File: config.mk
export PLATFORM = sky130hd
export DESIGN_NAME = rbst_recip
export DESIGN_NICKNAME = d
export VERILOG_FILES = /design/src/hw/rtl/rbst_pkg.sv /design/src/hw/rtl/rbst_recip.sv
export SDC_FILE = /design/constraint.sdc
export NUM_CORES = 1
export LEC_CHECK = 0
export BUFFER_PORTS_ARGS = -buffer_cell sky130_fd_sc_hd__buf_4
export CORE_AREA = 8 8 149 123
export DETAILED_ROUTE_END_ITERATION = 7
export DIE_AREA = 0 0 157 131
export PLACE_DENSITY = 0.75
export SYNTH_ARGS = -nofsm -noshare
export SYNTH_HDL_FRONTEND = slang
export SYNTH_SLANG_ARGS = --single-unit
File: constraint.sdc
create_clock -name clk -period 12.8 [get_ports clk]
set_input_delay 0.64 -clock clk [delete_from_list [all_inputs] [get_ports clk]]
set_output_delay 0.64 -clock clk [all_outputs]
set_load 0.01 [all_outputs]
File: src/hw/rtl/rbst_pkg.sv
`default_nettype none
// ----------------------------------------------------------------------------
// rbst_pkg: shared types and helpers for the ray/box slab test
// Q16.16 types, configuration register indexes, reset constants and the
// saturation helpers used by the datapath.
// ----------------------------------------------------------------------------
package rbst_pkg;

    localparam int unsigned NUM_AXES = 3;

    typedef logic signed [31:0] q16_t;

    // Configuration register indexes
    localparam logic [2:0] REG_ORIGIN_X = 3'd0;
    localparam logic [2:0] REG_ORIGIN_Y = 3'd1;
    localparam logic [2:0] REG_ORIGIN_Z = 3'd2;
    localparam logic [2:0] REG_DIR_X    = 3'd3;
    localparam logic [2:0] REG_DIR_Y    = 3'd4;
    localparam logic [2:0] REG_DIR_Z    = 3'd5;
    localparam logic [2:0] REG_LENGTH   = 3'd6;

    localparam q16_t Q16_MAX = 32'sh7FFF_FFFF;
    localparam q16_t Q16_MIN = 32'sh8000_0000;
    localparam q16_t Q16_ONE = 32'sh0001_0000;

    localparam logic [30:0] LENGTH_RESET = 31'h7FFF_FFFF;

    // Reset reciprocals: 1/1.0 on x, zero direction gives the largest value
    localparam q16_t INV_X_RESET  = Q16_ONE;
    localparam q16_t INV_YZ_RESET = Q16_MAX;

    // Register load strobes for the per-axis pipeline stages
    typedef struct packed {
        logic corner;
        logic diff;
        logic prod;
        logic slab;
    } stage_load_t;

    function automatic q16_t sat33(input logic signed [32:0] v);
        q16_t r;
        if (v[32] != v[31])
        begin
            r = v[32] ? Q16_MIN : Q16_MAX;
        end
        else
        begin
            r = v[31:0];
        end
        return r;
    endfunction

    // Product >> 16 (floor) and saturate to 32 bits
    function automatic q16_t sat_shift16(input logic signed [63:0] p);
        logic signed [47:0] s;
        q16_t               r;
        s = p[63:16];
        if (s[47:31] == {17{s[47]}})
        begin
            r = s[31:0];
        end
        else
        begin
            r = s[47] ? Q16_MIN : Q16_MAX;
        end
        return r;
    endfunction

endpackage
`default_nettype wire

File: src/hw/rtl/rbst_recip.sv
`default_nettype none
// ----------------------------------------------------------------------------
// rbst_recip: bit-serial Q16.16 reciprocal
// Computes 2^32 / d truncated toward zero, saturated to 32 bits signed, one
// quotient bit per cycle (33 iterations). A zero divisor gives the largest
// positive value.
// ----------------------------------------------------------------------------
module rbst_recip (
    input  wire logic                clk,
    input  wire logic                rst_n,
    input  wire logic                start,
    input  wire rbst_pkg::q16_t      divisor,
    output logic                     busy,
    output logic                     done,
    output rbst_pkg::q16_t           result
);

    localparam logic [5:0] QUO_MSB = 6'd32;

    logic                 busy_reg, busy_next;
    logic                 done_reg, done_next;
    logic [5:0]           cnt_reg, cnt_next;
    logic [31:0]          rem_reg, rem_next;
    logic [32:0]          quo_reg, quo_next;
    logic [31:0]          mag_reg, mag_next;
    logic                 neg_reg, neg_next;
    logic                 zero_reg, zero_next;
    rbst_pkg::q16_t       result_reg, result_next;

    logic                 bit_in;
    logic [32:0]          rem_sh;
    logic [32:0]          rem_sub;
    logic                 ge;
    logic [32:0]          quo_step;
    rbst_pkg::q16_t       final_val;

    always_comb
    begin
        bit_in   = (cnt_reg == QUO_MSB);
        rem_sh   = {rem_reg, bit_in};
        ge       = (rem_sh >= {1'b0, mag_reg});
        rem_sub  = rem_sh - {1'b0, mag_reg};
        quo_step = {quo_reg[31:0], ge};

        if (zero_reg)
        begin
            final_val = rbst_pkg::Q16_MAX;
        end
        else if (!neg_reg)
        begin
            final_val = quo_step[32] || quo_step[31] ? rbst_pkg::Q16_MAX
                                                     : rbst_pkg::q16_t'(quo_step[31:0]);
        end
        else if (quo_step > 33'h0_8000_0000)
        begin
            final_val = rbst_pkg::Q16_MIN;
        end
        else
        begin
            final_val = rbst_pkg::q16_t'(~quo_step[31:0] + 32'd1);
        end
    end

    always_comb
    begin
        busy_next   = busy_reg;
        done_next   = 1'b0;
        cnt_next    = cnt_reg;
        rem_next    = rem_reg;
        quo_next    = quo_reg;
        mag_next    = mag_reg;
        neg_next    = neg_reg;
        zero_next   = zero_reg;
        result_next = result_reg;

        if (start)
        begin
            busy_next = 1'b1;
            cnt_next  = QUO_MSB;
            rem_next  = '0;
            quo_next  = '0;
            mag_next  = divisor[31] ? (~divisor + 32'd1) : divisor;
            neg_next  = divisor[31];
            zero_next = (divisor == '0);
        end
        else if (busy_reg)
        begin
            rem_next = ge ? rem_sub[31:0] : rem_sh[31:0];
            quo_next = quo_step;
            cnt_next = cnt_reg - 6'd1;
            if (cnt_reg == '0)
            begin
                busy_next   = 1'b0;
                done_next   = 1'b1;
                result_next = final_val;
            end
        end
    end

    always_ff @(posedge clk or negedge rst_n)
    begin
        if (!rst_n)
        begin
            busy_reg <= 1'b0;
            done_reg <= 1'b0;
            cnt_reg  <= '0;
        end
        else
        begin
            busy_reg <= busy_next;
            done_reg <= done_next;
            cnt_reg  <= cnt_next;
        end
    end

    always_ff @(posedge clk)
    begin
        rem_reg    <= rem_next;
        quo_reg    <= quo_next;
        mag_reg    <= mag_next;
        neg_reg    <= neg_next;
        zero_reg   <= zero_next;
        result_reg <= result_next;
    end

    // busy covers the cycle in which the result is handed over
    assign busy   = busy_reg | done_reg;
    assign done   = done_reg;
    assign result = result_reg;

endmodule
`default_nettype wire

==> results.tsv <==
metric	value	unit
met2_length	8.72	mm
drive_above_1_share	0.118	
gp_congestion	0.866	
reg2reg_slack	7.19	ns
yosysSeqAreaShare	0.418	
cts.clk_slew.worst_paths	0.06	ns
first_iter_violations	695	
wl	19.5	mm
syn_inst	918	
arrival	5.81	ns
antenna_found_initial	0	
grt_pass1_vias	6731	
synth_area	8280	µm²
fin_crit_sh	0.438	
place_hpwl	13.1	mm
vias	7012	
required	13.00	ns
max-slew-margin-rel	0.363	
synthArstFlopShare	0.0580	
p_per_area	219	nW/µm²
post_cts_buffers	0	
cts_tree	yes	
postPlaceCellArea	8930	µm²
crit_fanout	29	
avgViaCountPerCell	5.86	
start_util	0.516	
post_cts_resize_count	0	
ctsLongestPathBuffers	2	
timing_hold_violations_final	0	
area_growth	16.1	%
rsz0062_at_grt	false	
synth_edf_count	66	
timing.hold.ws	0.0293	ns
r2r_start	cnt_reg[0]	
dieArea	20600	µm²
drv_slew	0	
synth.distinct_cells	68	
overflow	0	
r2r_end	result[19]	
synth.net_count	989	
ant_nets	0	
ys.flop_type	edfxtp_1	
fin_tns_setup	0	ns
avgSynthCellArea	9.02	µm²
pin_count	69	
cap_viol_max_count	0	
clock_skew	0.00640	ns
fin_area	9610	µm²
period_needed	5.61	ns
firstDrtPassIters	5	
status	completed	
min_path_type	input port to asynchronous set/reset pin	
port_buffers	68	
reg2regPathDepth	20	
root_buffer	clkbuf_16	
cts.sinks	138	
grt_use_total	0.195	
insertedDiodeCount	0	
fin_nets	1035	
start_kind	flop	
die_w	157	µm
grt_pass1_wl	32.7	mm
fmax	178	MHz
ys_seq_elements	138	
power	2100	µW
wl_met1	9.04	mm
ys_warn_count	0	
top_layer	met4	
worst_ir_drop_vdd	0.112	mV
dr_wl_met3	1.44	mm
rows	42	
insertion_delay	0.42	ns
wire_per_inst	16.3	µm
remaining_drc_errors	0	
p_leak	0.00405	µW
endpoint_kind	flop	
h-tree-depth	4	
critPathKind	flop to flop	
grt_max_degree	80	
core	16000	µm²
hold_buffers	0	
finalSetupViolations	0	
numCtsBuffers	17	
worst_pin_slew	0.953	ns
die_h	131	µm
==> report_power, final <==
part	switching, µW	internal [µW]	total, µW	leakage [µW]
Clock	186	385	571	0.000330
Combinational	540	371	911	0.00248
Sequential	66.6	556	623	0.00123
Total	792	1310	2100	0.00405
==> cell type report <==
cell class | instances | area [µm²]
Inverter | 52 | 195
Fill cell | 1386 | 6420
Tap cell | 220 | 275
Multi-Input combinational cell | 681 | 4440
Timing Repair Buffer | 74 | 556
Clock buffer | 20 | 437
Clock inverter | 12 | 245
Sequential cell | 138 | 3470
==> per-layer routing <==
layer / vias up / GRT usage
met5: - / 0
met4: 0 / 0.0541
met3: 23 / 0.0480
met2: 266 / 0.305
met1: 3278 / 0.266
li1: 3445 / -
==> layout by cell type, fill, tap and decap left out, types with 13 or more instances in the layout <==
cell type | synthesis | routed
nor2_1 | 109 | 109
nand2_1 | 92 | 92
buf_4 | 1 | 74
edfxtp_1 | 66 | 66
dfxtp_1 | 64 | 64
inv_1 | 51 | 51
o21ai_0 | 50 | 50
xnor2_1 | 50 | 50
a21oi_1 | 44 | 44
ha_1 | 35 | 35
mux2i_1 | 34 | 34
a311oi_1 | 25 | 25
nand2b_1 | 17 | 17
a21o_1 | 17 | 17
clkbuf_16 | 0 | 17
nor3_1 | 16 | 16
or3_1 | 15 | 15
nand3_1 | 14 | 14
nor4_1 | 13 | 13
==> through the flow <==
step                utilization  setup WS (ns)  instances
detailed placement        0.557           7.35       1165
finish                    0.600           7.19       1197
global placement          0.557           7.55       1165
global route              0.600           6.77       1197
CTS                       0.600           7.25       1197
floorplan                     -           7.75        918
==> cell families (layout without fill, tap and decap cells) <==
| logic type | after synthesis | after routing | share of synthesized area |
|---|---|---|---|
| adders and majority gates | 36 | 36 | 0.0553 |
| buffers and inverters | 99 | 158 | 0.0457 |
| and+or+nand+nor | 329 | 329 | 0.191 |
| DFF | 138 | 138 | 0.418 |
| AOI/OAI and AO/OA | 222 | 222 | 0.185 |
| muxes | 35 | 35 | 0.0425 |
| xor gates and xnor gates | 59 | 59 | 0.0624 |
==> worst max path at each step <==
stage                           from          to  slack [ns]  depth (start not counted)
after global routing      cnt_reg[0]  result[19]        6.77                         20
after CTS                 cnt_reg[0]  result[19]        7.25                         20
after global placement    cnt_reg[0]  result[19]        7.55                         20
after detailed placement  cnt_reg[0]  result[19]        7.35                         20
after floorplan           cnt_reg[0]  result[24]        7.75                         23
final                     cnt_reg[0]  result[19]        7.19                         20
==> Yosys cell counts, drive strengths merged (17+ instances only) <==
master / count / area, µm²
edfxtp: 66 / 1980
o21ai: 50 / 250
mux2i: 34 / 340
or3: 17 / 116
nand2: 92 / 345
a21o: 17 / 128
clkbuf: 39 / 146
inv: 51 / 191
ha: 35 / 438
a311oi: 25 / 219
a21oi: 44 / 220
dfxtp: 64 / 1280
nor2: 110 / 420
nand2b: 17 / 106
xnor2: 50 / 438
==> worst max-delay path, cell delays in order, from the launching register on <==
cell,delay (ns)
dfrtp_1,0.39
inv_1,0.06
ha_1,0.22
nand4b_1,0.14
ha_1,0.20
nand2b_1,0.13
a21oi_1,0.08
or4_1,0.54
nand4b_1,0.17
a21oi_1,0.10
o31a_1,0.33
inv_1,0.08
ha_1,0.26
or4b_1,0.52
and4b_1,0.37
a41oi_1,0.15
nor2_1,0.17
nand2_1,0.57
nor3_1,0.63
o21ai_0,0.13
o311ai_0,0.15
Note: power is estimated with default switching activity, not from simulation.
